### config.mk
export PLATFORM = sky130hd
export DESIGN_NAME = sha256_message_digest_top
export DESIGN_NICKNAME = d
export VERILOG_FILES = /design/src/rtl/sha_pkg.sv /design/src/rtl/sha256_message_digest_top.sv /design/src/rtl/sha_fifo.sv /design/src/rtl/sha_front.sv /design/src/rtl/sha_back.sv
export SDC_FILE = /design/constraint.sdc
export NUM_CORES = 2
export LEC_CHECK = 0
export ABC_CLOCK_PERIOD_IN_PS = 40500
export BUFFER_PORTS_ARGS = -buffer_cell sky130_fd_sc_hd__buf_4
export CORE_MARGIN = 3
export CORE_UTILIZATION = 30
export DETAILED_ROUTE_END_ITERATION = 10
export PLACE_DENSITY_LB_ADDON = 0.08
export SYNTH_ARGS = -nofsm -noshare
export SYNTH_HDL_FRONTEND = slang
export SYNTH_SLANG_ARGS = --single-unit
### constraint.sdc
create_clock -name i_clk -period 40.5 [get_ports i_clk]
set_clock_uncertainty 0.05 [all_clocks]
set_input_delay 4.05 -clock i_clk [delete_from_list [all_inputs] [get_ports i_clk]]
set_output_delay 4.05 -clock i_clk [all_outputs]
set_load 0.005 [all_outputs]
### src/rtl/sha_pkg.sv
// ----------------------------------------------------------------------------
// sha_pkg
// Shared types, constants and round functions for the SHA-256 digest block.
// ----------------------------------------------------------------------------
package sha_pkg;

    localparam int unsigned QUEUE_DEPTH = 4;

    typedef struct packed {
        logic [31:0] data;
        logic        last;
    } t_word;

    localparam logic [31:0] IV [8] = '{
        32'h6a09e667, 32'hbb67ae85, 32'h3c6ef372, 32'ha54ff53a,
        32'h510e527f, 32'h9b05688c, 32'h1f83d9ab, 32'h5be0cd19
    };

    localparam logic [31:0] K [64] = '{
        32'h428a2f98, 32'h71374491, 32'hb5c0fbcf, 32'he9b5dba5,
        32'h3956c25b, 32'h59f111f1, 32'h923f82a4, 32'hab1c5ed5,
        32'hd807aa98, 32'h12835b01, 32'h243185be, 32'h550c7dc3,
        32'h72be5d74, 32'h80deb1fe, 32'h9bdc06a7, 32'hc19bf174,
        32'he49b69c1, 32'hefbe4786, 32'h0fc19dc6, 32'h240ca1cc,
        32'h2de92c6f, 32'h4a7484aa, 32'h5cb0a9dc, 32'h76f988da,
        32'h983e5152, 32'ha831c66d, 32'hb00327c8, 32'hbf597fc7,
        32'hc6e00bf3, 32'hd5a79147, 32'h06ca6351, 32'h14292967,
        32'h27b70a85, 32'h2e1b2138, 32'h4d2c6dfc, 32'h53380d13,
        32'h650a7354, 32'h766a0abb, 32'h81c2c92e, 32'h92722c85,
        32'ha2bfe8a1, 32'ha81a664b, 32'hc24b8b70, 32'hc76c51a3,
        32'hd192e819, 32'hd6990624, 32'hf40e3585, 32'h106aa070,
        32'h19a4c116, 32'h1e376c08, 32'h2748774c, 32'h34b0bcb5,
        32'h391c0cb3, 32'h4ed8aa4a, 32'h5b9cca4f, 32'h682e6ff3,
        32'h748f82ee, 32'h78a5636f, 32'h84c87814, 32'h8cc70208,
        32'h90befffa, 32'ha4506ceb, 32'hbef9a3f7, 32'hc67178f2
    };

    function automatic logic [31:0] big_sigma0(input logic [31:0] x);
        return {x[1:0], x[31:2]} ^ {x[12:0], x[31:13]} ^ {x[21:0], x[31:22]};
    endfunction

    function automatic logic [31:0] big_sigma1(input logic [31:0] x);
        return {x[5:0], x[31:6]} ^ {x[10:0], x[31:11]} ^ {x[24:0], x[31:25]};
    endfunction

    function automatic logic [31:0] small_sigma0(input logic [31:0] x);
        return {x[6:0], x[31:7]} ^ {x[17:0], x[31:18]} ^ {3'b000, x[31:3]};
    endfunction

    function automatic logic [31:0] small_sigma1(input logic [31:0] x);
        return {x[16:0], x[31:17]} ^ {x[18:0], x[31:19]} ^ {10'd0, x[31:10]};
    endfunction

endpackage

### src/rtl/sha256_message_digest_top.sv
// ----------------------------------------------------------------------------
// sha256_message_digest_top
// SHA-256 digest of a byte stream, one byte per input transaction.
//
// Input channel: i_valid/o_stall with i_func and i_data_byte. func 0 appends
// a byte, func 1 finishes the message. Output channel: o_valid/i_stall with
// o_digest_word, o_word_index and o_last_word; eight transactions per
// finish, H0 first, o_last_word on H7.
// Bytes are packed into words and pass a four-word queue to the core. The
// core loads 16 words, runs one round per cycle and adds the hash. The
// queue lets the front run only four words ahead of the rounds, so with
// bytes back to back the front fills the queue and then stalls while the
// rounds and the add run; the rest of the block's bytes follow at one per cycle.
// A finish pushes the remaining pad words one per cycle while the queue is
// not full. The eight digest words follow one per cycle when unstalled.
// A stall on the output holds the result and the core, while the front keeps
// taking bytes until the queue is full. Reset (synchronous, active low)
// restores the initial hash and empties the queue; after each digest the
// hash returns to the initial values.
// ----------------------------------------------------------------------------
module sha256_message_digest_top #(
    parameter int unsigned QueueDepth = sha_pkg::QUEUE_DEPTH
) (
    input  logic        i_clk,
    input  logic        i_rst_n,
    input  logic        i_valid,
    output logic        o_stall,
    input  logic        i_func,
    input  logic [7:0]  i_data_byte,
    output logic        o_valid,
    input  logic        i_stall,
    output logic [31:0] o_digest_word,
    output logic [2:0]  o_word_index,
    output logic        o_last_word
);
    import sha_pkg::*;

    t_word w_push_word;
    t_word w_pop_word;
    logic  w_push;
    logic  w_pop;
    logic  w_full;
    logic  w_empty;

    sha_front u_front (
        .i_clk       (i_clk),
        .i_rst_n     (i_rst_n),
        .i_valid     (i_valid),
        .i_func      (i_func),
        .i_data_byte (i_data_byte),
        .o_stall     (o_stall),
        .o_push      (w_push),
        .o_word      (w_push_word),
        .i_full      (w_full)
    );

    sha_fifo #(
        .Depth (QueueDepth)
    ) u_fifo (
        .i_clk   (i_clk),
        .i_rst_n (i_rst_n),
        .i_push  (w_push),
        .i_data  (w_push_word),
        .i_pop   (w_pop),
        .o_data  (w_pop_word),
        .o_empty (w_empty),
        .o_full  (w_full)
    );

    sha_back u_back (
        .i_clk         (i_clk),
        .i_rst_n       (i_rst_n),
        .i_word        (w_pop_word),
        .i_empty       (w_empty),
        .o_pop         (w_pop),
        .o_valid       (o_valid),
        .i_stall       (i_stall),
        .o_digest_word (o_digest_word),
        .o_word_index  (o_word_index),
        .o_last_word   (o_last_word)
    );

endmodule

### src/rtl/sha_fifo.sv
// ----------------------------------------------------------------------------
// sha_fifo
// Short word queue between the packing front end and the compression core.
// ----------------------------------------------------------------------------
module sha_fifo #(
    parameter int unsigned Depth = sha_pkg::QUEUE_DEPTH
) (
    input  logic           i_clk,
    input  logic           i_rst_n,
    input  logic           i_push,
    input  sha_pkg::t_word i_data,
    input  logic           i_pop,
    output sha_pkg::t_word o_data,
    output logic           o_empty,
    output logic           o_full
);
    import sha_pkg::*;

    localparam int unsigned PtrW = (Depth > 1) ? $clog2(Depth) : 1;
    localparam int unsigned CntW = $clog2(Depth + 1);

    t_word              r_mem [Depth];
    logic [PtrW-1:0]    r_wp;
    logic [PtrW-1:0]    r_rp;
    logic [CntW-1:0]    r_cnt;
    logic               w_push;
    logic               w_pop;

    assign o_empty = (r_cnt == '0);
    assign o_full  = (r_cnt == CntW'(Depth));
    assign o_data  = r_mem[r_rp];
    assign w_push  = i_push & ~o_full;
    assign w_pop   = i_pop & ~o_empty;

    always_ff @(posedge i_clk) begin
        if (!i_rst_n) begin
            r_wp  <= '0;
            r_rp  <= '0;
            r_cnt <= '0;
        end else begin
            if (w_push) begin
                r_wp <= (r_wp == PtrW'(Depth - 1)) ? '0 : r_wp + 1'b1;
            end
            if (w_pop) begin
                r_rp <= (r_rp == PtrW'(Depth - 1)) ? '0 : r_rp + 1'b1;
            end
            if (w_push && !w_pop) begin
                r_cnt <= r_cnt + 1'b1;
            end else if (w_pop && !w_push) begin
                r_cnt <= r_cnt - 1'b1;
            end
        end
    end

    always_ff @(posedge i_clk) begin
        if (w_push) begin
            r_mem[r_wp] <= i_data;
        end
    end

endmodule

### src/rtl/sha_front.sv
// ----------------------------------------------------------------------------
// sha_front
// Packs message bytes into words, counts the length and generates padding.
// ----------------------------------------------------------------------------
module sha_front (
    input  logic           i_clk,
    input  logic           i_rst_n,
    input  logic           i_valid,
    input  logic           i_func,
    input  logic [7:0]     i_data_byte,
    output logic           o_stall,
    output logic           o_push,
    output sha_pkg::t_word o_word,
    input  logic           i_full
);
    import sha_pkg::*;

    logic [23:0] r_acc;
    logic [5:0]  r_fill;
    logic [63:0] r_bits;
    logic        r_pad;
    logic        r_two;
    logic [3:0]  r_widx;
    logic        w_accept;
    logic [31:0] w_padword;

    assign o_stall  = r_pad | i_full;
    assign w_accept = i_valid & ~o_stall;

    always_comb begin
        unique case (r_fill[1:0])
            2'd0:    w_padword = 32'h8000_0000;
            2'd1:    w_padword = {r_acc[7:0], 24'h80_0000};
            2'd2:    w_padword = {r_acc[15:0], 16'h8000};
            default: w_padword = {r_acc[23:0], 8'h80};
        endcase
    end

    always_comb begin
        o_push = 1'b0;
        o_word = '0;
        if (r_pad) begin
            o_push = ~i_full;
            if (r_widx == 4'd14 && !r_two) begin
                o_word.data = r_bits[63:32];
            end else if (r_widx == 4'd15 && !r_two) begin
                o_word.data = r_bits[31:0];
                o_word.last = 1'b1;
            end
        end else if (w_accept && i_func) begin
            o_push      = 1'b1;
            o_word.data = w_padword;
        end else if (w_accept) begin
            o_push      = (r_fill[1:0] == 2'd3);
            o_word.data = {r_acc, i_data_byte};
        end
    end

    always_ff @(posedge i_clk) begin
        if (!i_rst_n) begin
            r_fill <= '0;
            r_bits <= '0;
            r_pad  <= 1'b0;
            r_two  <= 1'b0;
            r_widx <= '0;
        end else if (r_pad) begin
            if (o_push) begin
                r_widx <= r_widx + 1'b1;
                if (r_widx == 4'd15) begin
                    r_two <= 1'b0;
                end
                if (o_word.last) begin
                    r_pad  <= 1'b0;
                    r_fill <= '0;
                    r_bits <= '0;
                end
            end
        end else if (w_accept && i_func) begin
            r_pad  <= 1'b1;
            r_widx <= r_fill[5:2] + 1'b1;
            r_two  <= (r_fill[5:2] == 4'd14);
        end else if (w_accept) begin
            r_fill <= r_fill + 1'b1;
            r_bits <= r_bits + 64'd8;
        end
    end

    always_ff @(posedge i_clk) begin
        if (w_accept && !i_func) begin
            r_acc <= {r_acc[15:0], i_data_byte};
        end
    end

endmodule

### src/rtl/sha_back.sv
// ----------------------------------------------------------------------------
// sha_back
// Loads 16 words, runs 64 compression rounds, adds into the hash and emits the digest words.
// ----------------------------------------------------------------------------
module sha_back (
    input  logic           i_clk,
    input  logic           i_rst_n,
    input  sha_pkg::t_word i_word,
    input  logic           i_empty,
    output logic           o_pop,
    output logic           o_valid,
    input  logic           i_stall,
    output logic [31:0]    o_digest_word,
    output logic [2:0]     o_word_index,
    output logic           o_last_word
);
    import sha_pkg::*;

    typedef enum logic [3:0] {
        ST_LOAD  = 4'b0001,
        ST_ROUND = 4'b0010,
        ST_ADD   = 4'b0100,
        ST_OUT   = 4'b1000
    } t_state;

    t_state      r_state;
    logic [3:0]  r_cnt;
    logic [5:0]  r_round;
    logic        r_final;
    logic [31:0] r_h [8];
    logic [31:0] r_v [8];
    logic [31:0] r_w [16];
    logic [2:0]  r_oidx;
    logic        r_ovalid;
    logic [31:0] r_oword;
    logic [2:0]  r_oindex;
    logic        w_load_out;
    logic [31:0] w_new;
    logic [31:0] w_sched;
    logic [31:0] w_t1;
    logic [31:0] w_t2;

    assign o_pop         = (r_state == ST_LOAD) & ~i_empty;
    assign w_load_out    = (r_state == ST_OUT) & (~r_ovalid | ~i_stall);
    assign o_valid       = r_ovalid;
    assign o_digest_word = r_oword;
    assign o_word_index  = r_oindex;
    assign o_last_word   = (r_oindex == 3'd7);

    assign w_new   = small_sigma1(r_w[14]) + r_w[9] + small_sigma0(r_w[1]) + r_w[0];
    assign w_sched = (r_round < 6'd16) ? r_w[0] : w_new;
    assign w_t1    = r_v[7] + big_sigma1(r_v[4]) + ((r_v[4] & r_v[5]) ^ (~r_v[4] & r_v[6]))
                   + K[r_round] + w_sched;
    assign w_t2    = big_sigma0(r_v[0])
                   + ((r_v[0] & r_v[1]) ^ (r_v[0] & r_v[2]) ^ (r_v[1] & r_v[2]));

    always_ff @(posedge i_clk) begin
        if (!i_rst_n) begin
            r_state  <= ST_LOAD;
            r_cnt    <= '0;
            r_round  <= '0;
            r_final  <= 1'b0;
            r_oidx   <= '0;
            r_ovalid <= 1'b0;
            r_h      <= IV;
        end else begin
            if (r_ovalid && !i_stall) begin
                r_ovalid <= 1'b0;
            end
            unique case (r_state)
                ST_LOAD: begin
                    if (o_pop) begin
                        r_final <= i_word.last;
                        r_cnt   <= r_cnt + 1'b1;
                        if (r_cnt == 4'd15) begin
                            r_state <= ST_ROUND;
                            r_round <= '0;
                        end
                    end
                end
                ST_ROUND: begin
                    r_round <= r_round + 1'b1;
                    if (r_round == 6'd63) begin
                        r_state <= ST_ADD;
                    end
                end
                ST_ADD: begin
                    for (int j = 0; j < 8; j++) begin
                        r_h[j] <= r_h[j] + r_v[j];
                    end
                    r_oidx  <= '0;
                    r_state <= r_final ? ST_OUT : ST_LOAD;
                end
                ST_OUT: begin
                    if (w_load_out) begin
                        r_ovalid <= 1'b1;
                        r_oidx   <= r_oidx + 1'b1;
                        if (r_oidx == 3'd7) begin
                            r_h     <= IV;
                            r_state <= ST_LOAD;
                        end
                    end
                end
                default: r_state <= ST_LOAD;
            endcase
        end
    end

    always_ff @(posedge i_clk) begin
        if (o_pop) begin
            for (int j = 0; j < 15; j++) begin
                r_w[j] <= r_w[j+1];
            end
            r_w[15] <= i_word.data;
            if (r_cnt == 4'd15) begin
                r_v <= r_h;
            end
        end
        if (r_state == ST_ROUND) begin
            for (int j = 0; j < 15; j++) begin
                r_w[j] <= r_w[j+1];
            end
            r_w[15] <= w_sched;
            r_v[7]  <= r_v[6];
            r_v[6]  <= r_v[5];
            r_v[5]  <= r_v[4];
            r_v[4]  <= r_v[3] + w_t1;
            r_v[3]  <= r_v[2];
            r_v[2]  <= r_v[1];
            r_v[1]  <= r_v[0];
            r_v[0]  <= w_t1 + w_t2;
        end
        if (w_load_out) begin
            r_oword  <= r_h[r_oidx];
            r_oindex <= r_oidx;
        end
    end

    a_pop_only_in_load: assert property (@(posedge i_clk) disable iff (!i_rst_n)
        o_pop |-> (r_state == ST_LOAD))
        else $error("queue popped outside load");

    a_add_next: assert property (@(posedge i_clk) disable iff (!i_rst_n)
        (r_state == ST_ADD) |=> (r_state == ST_OUT || r_state == ST_LOAD))
        else $error("bad state after hash add");

    a_iv_restore: assert property (@(posedge i_clk) disable iff (!i_rst_n)
        (w_load_out && r_oidx == 3'd7) |=> (r_h[0] == IV[0] && r_h[7] == IV[7]))
        else $error("hash not restored after digest");

endmodule

==> impl_summary.md <==
Status
The flow ran to the end, and the final reports show no timing, DRC or antenna violations.

Timing
The setup total negative slack is 0 ns. The final hold violation count came to 0. In the finished design, the share of the clock period the worst path needs comes to 0.276. Setup violations remaining at the end of the flow were counted as 0.

The shortest clock period the worst path allows after layout is 11.16 ns. Setup repair after global routing left no endpoint under its margin. For this run, the top clock speed supported by timing is 89.6 MHz. The final max-slew violation count is 0. In this run the tightest slew margin relative to its limit is 0.203. The transition time at the pin with the least slew margin is 1.18 ns.

Synthesis
Yosys printed 0 warnings. The predominant post-synthesis flop cell is edfxtp_1. The share of synthesized area in the top cell type comes to 0.377. By area the synthesized netlist is led by edfxtp_1, dfxtp_1, ha_1. The share of the Yosys chip area taken by registers is 0.471. The number of flops mapped to enable cells by yosys is 959. The cell count after synthesis came out at 7217. The number of synthesized register bits is 1316. After synthesis, the share of flip-flops with an asynchronous set or reset is 0.

The largest area contributor in the synthesized netlist is edfxtp_1. Synthesis produced a netlist with a net count of 7844. The netlist uses 102 different library cells. The synthesized netlist occupies a cell area of 76300 sq um.

The per-instance average area after synthesis is 10.6 sq um.

Job
Across the run, the number of max-cap violations was 0.

GRT
The initial antenna violation count was 12. The global-route wire length before repair is 394 mm. The overall fraction of global-route tracks in use is 0.206. The total congestion overflow after global routing is 0. The via count of the first global-routing pass is 53200. Entering global routing, the biggest net connects 181 pins.

Final layout
Summing all non-filler instances in the final layout gives an area of 85900 sq um. The most common cell after layout, fill and taps aside is nand2_1. The layout overhead on the synthesized area is 12.5%. The number of nets in the final layout is 7812. The layout filler cell count is 25400.

Leaving out fill and tap cells, the most frequent cells in the layout are nand2_1, edfxtp_1, a21oi_1. Of the cells placed in the final design, the portion with a size suffix greater than 1 is 0.0820.

Placement
The placed instances occupy a cell area of 80400 sq um. In this run the tool buffered the top-level ports with 50 buffer cells. Detailed placement finished with a half-perimeter wire length of 200 mm. Routability-driven placement finished with a final weighted congestion of 0.900.

Worst setup path
The most repeated library cell on the critical path is fa_1. The kind of end point of the critical path is a flip-flop. For the worst setup path, the data required time is 40.96 ns. The largest fanout on the critical path is 5. The worst setup path is of the flip-flop to flip-flop kind.

The largest delay contributor family on the critical path is compound AO/OA/AOI/OAI gates. The type of element launching the critical path is a flip-flop. The number of buffers and inverters on the critical path is 5. STA puts the critical path data arrival time at 11.62 ns. The maximum single-stage delay on the critical path is 0.68 ns. The highest-delay cell along the critical path is a22oi_1.

Floorplanning
The y dimension of the die is 510 microns. The starting density of the core is 0.303. The floorplan has 184 rows. The die area is 260000 sq um. The floorplan core area is 252000 sq um. The width of the die is 510 microns. Pin placement for this block handled 51 I/O pins.

Worst hold path
The path class of the tightest hold or removal check is flip-flop to flip-flop.

Routing
The remaining antenna violation count after routing is 0. The detailed-route via count is 55300. Using the TritonRoute via totals, the vias-per-cell ratio works out to 5.18. The total iterations of the first detailed-routing run is 6. The routed design has 273 mm of wire. The detailed router finished its first iteration with 4504 violations. The average detailed-routed wire length per instance is 25.6 microns. After detailed routing, the number of remaining DRC violations is 0.

Clock network
The deepest level of the CTS H-tree is 4. TritonCTS built the clock tree. The number of hold buffers added after cts is 0. The clock latency on the worst-skew pair is 0.82 ns.

After clock tree synthesis, the clock-pin slew on the worst setup and hold paths is 0.06 ns. The maximum clock path buffer count is 3. The number of gates resized after CTS is 0. The number of buffers created by CTS is 161.

The post-CTS setup repair buffer count is 0. The clock net in this run drives a total of 1316 sinks. The cell sitting at the root of the clock tree is a clkbuf_16.

Pwr
The total power density per cell area is 98.9 nW/um^2. For this design the static power due to leakage is 32.9 nW. Across the VDD grid, the largest voltage drop is 0.159 mV.
[stage by stage]
| step | hold WS, ns | power (mW) | worst slack [ns] | utilization | cells |
|---|---|---|---|---|---|
| 2_1_floorplan | 0.350 | 5.72 | 27.10 | - | 7217 |
| 3_3_place_gp | 0.350 | 6.99 | 29.55 | 0.319 | 10400 |
| 3_5_place_dp | 0.355 | 6.94 | 29.54 | 0.319 | 10400 |
| 4_1_cts | 0.318 | 8.52 | 29.40 | 0.341 | 10700 |
| 5_1_grt | 0.334 | 9.13 | 28.60 | 0.341 | 10700 |
| 6_report | 0.339 | 8.49 | 29.34 | 0.341 | 10700 |
[registers in the layout, summed over array words and instances, names as in the netlist, 6 cells and up, named ones only]
register,cells
u_back.r_h,256
u_back.o_digest_word,32
u_back.r_w,512
u_front.r_bits,61
u_back.r_round,6
u_fifo.r_mem,132
u_back.r_v,256
u_front.r_fill,6
u_front.r_acc,24
[path summary, 6_finish.rpt]
| kind | to | start | depth (start not counted) | slack, ns |
|---|---|---|---|---|
| worst max-delay path | u_back.r_v[255] | u_back.r_w[0][40] | 42 | 29.34 |
| worst min-delay path | u_back.r_w[0][312] | u_back.r_w[0][344] | 0 | 0.34 |
| worst max register to register | u_back.r_v[255] | u_back.r_w[0][40] | 42 | 29.34 |
| worst min register to register | u_back.r_w[0][312] | u_back.r_w[0][344] | 0 | 0.34 |
[cell families (layout without fill, tap and decap cells)]
family	count (synthesis)	count (layout)	synth area share
DFF	1316	1316	0.471
xor gates and xnor gates	616	616	0.0708
and+or+nand+nor	2047	2047	0.116
AOI/OAI and AO/OA	1672	1672	0.138
adders and majority gates	632	632	0.122
muxes	225	225	0.0472
buffers and inverters	709	813	0.0349
other	0	1	0
[where the power goes]
group          leakage [nW]  internal, mW  total [mW]  switching [mW]
clock network          2.61         0.866        1.49           0.622
logic                  18.1          1.93        4.87            2.94
registers              12.3          1.91        2.13           0.220
[cell usage after synthesis, types with 48 or more instances]
master	count
nand2_1	1072
edfxtp_1	959
a21oi_1	474
nor2_1	474
ha_1	418
o21ai_0	414
xnor2_1	409
inv_1	373
dfxtp_1	357
clkbuf_1	284
xor2_1	206
fa_1	196
a21o_1	172
mux4_2	104
o22ai_1	103
nand3_1	91
mux2i_1	81
nand2b_1	67
a22oi_1	66
nor3_1	62
nor2b_1	58
and3_1	53
o21a_1	53
or3_1	48
[final cells by class]
cell class                 instances  area [sq um]  area share
multi-input combinational       5192         37800       0.440
antenna                            1          2.50   0.0000291
clock inverter                    83          1030      0.0120
inverter                         376          1410      0.0165
sequential                      1316         36000       0.419
tap                             3348          4190      0.0488
timing repair buffer             138          1090      0.0127
clock buffer                     216          4400      0.0512
[metal layers]
layer / routed length (microns) / GRT usage
met4: 5860 / 0.0451
met2: 118000 / 0.310
met3: 13200 / 0.0274
met1: 136000 / 0.314
met5: 13 / 0
Note: power is estimated with default switching activity, not from simulation.
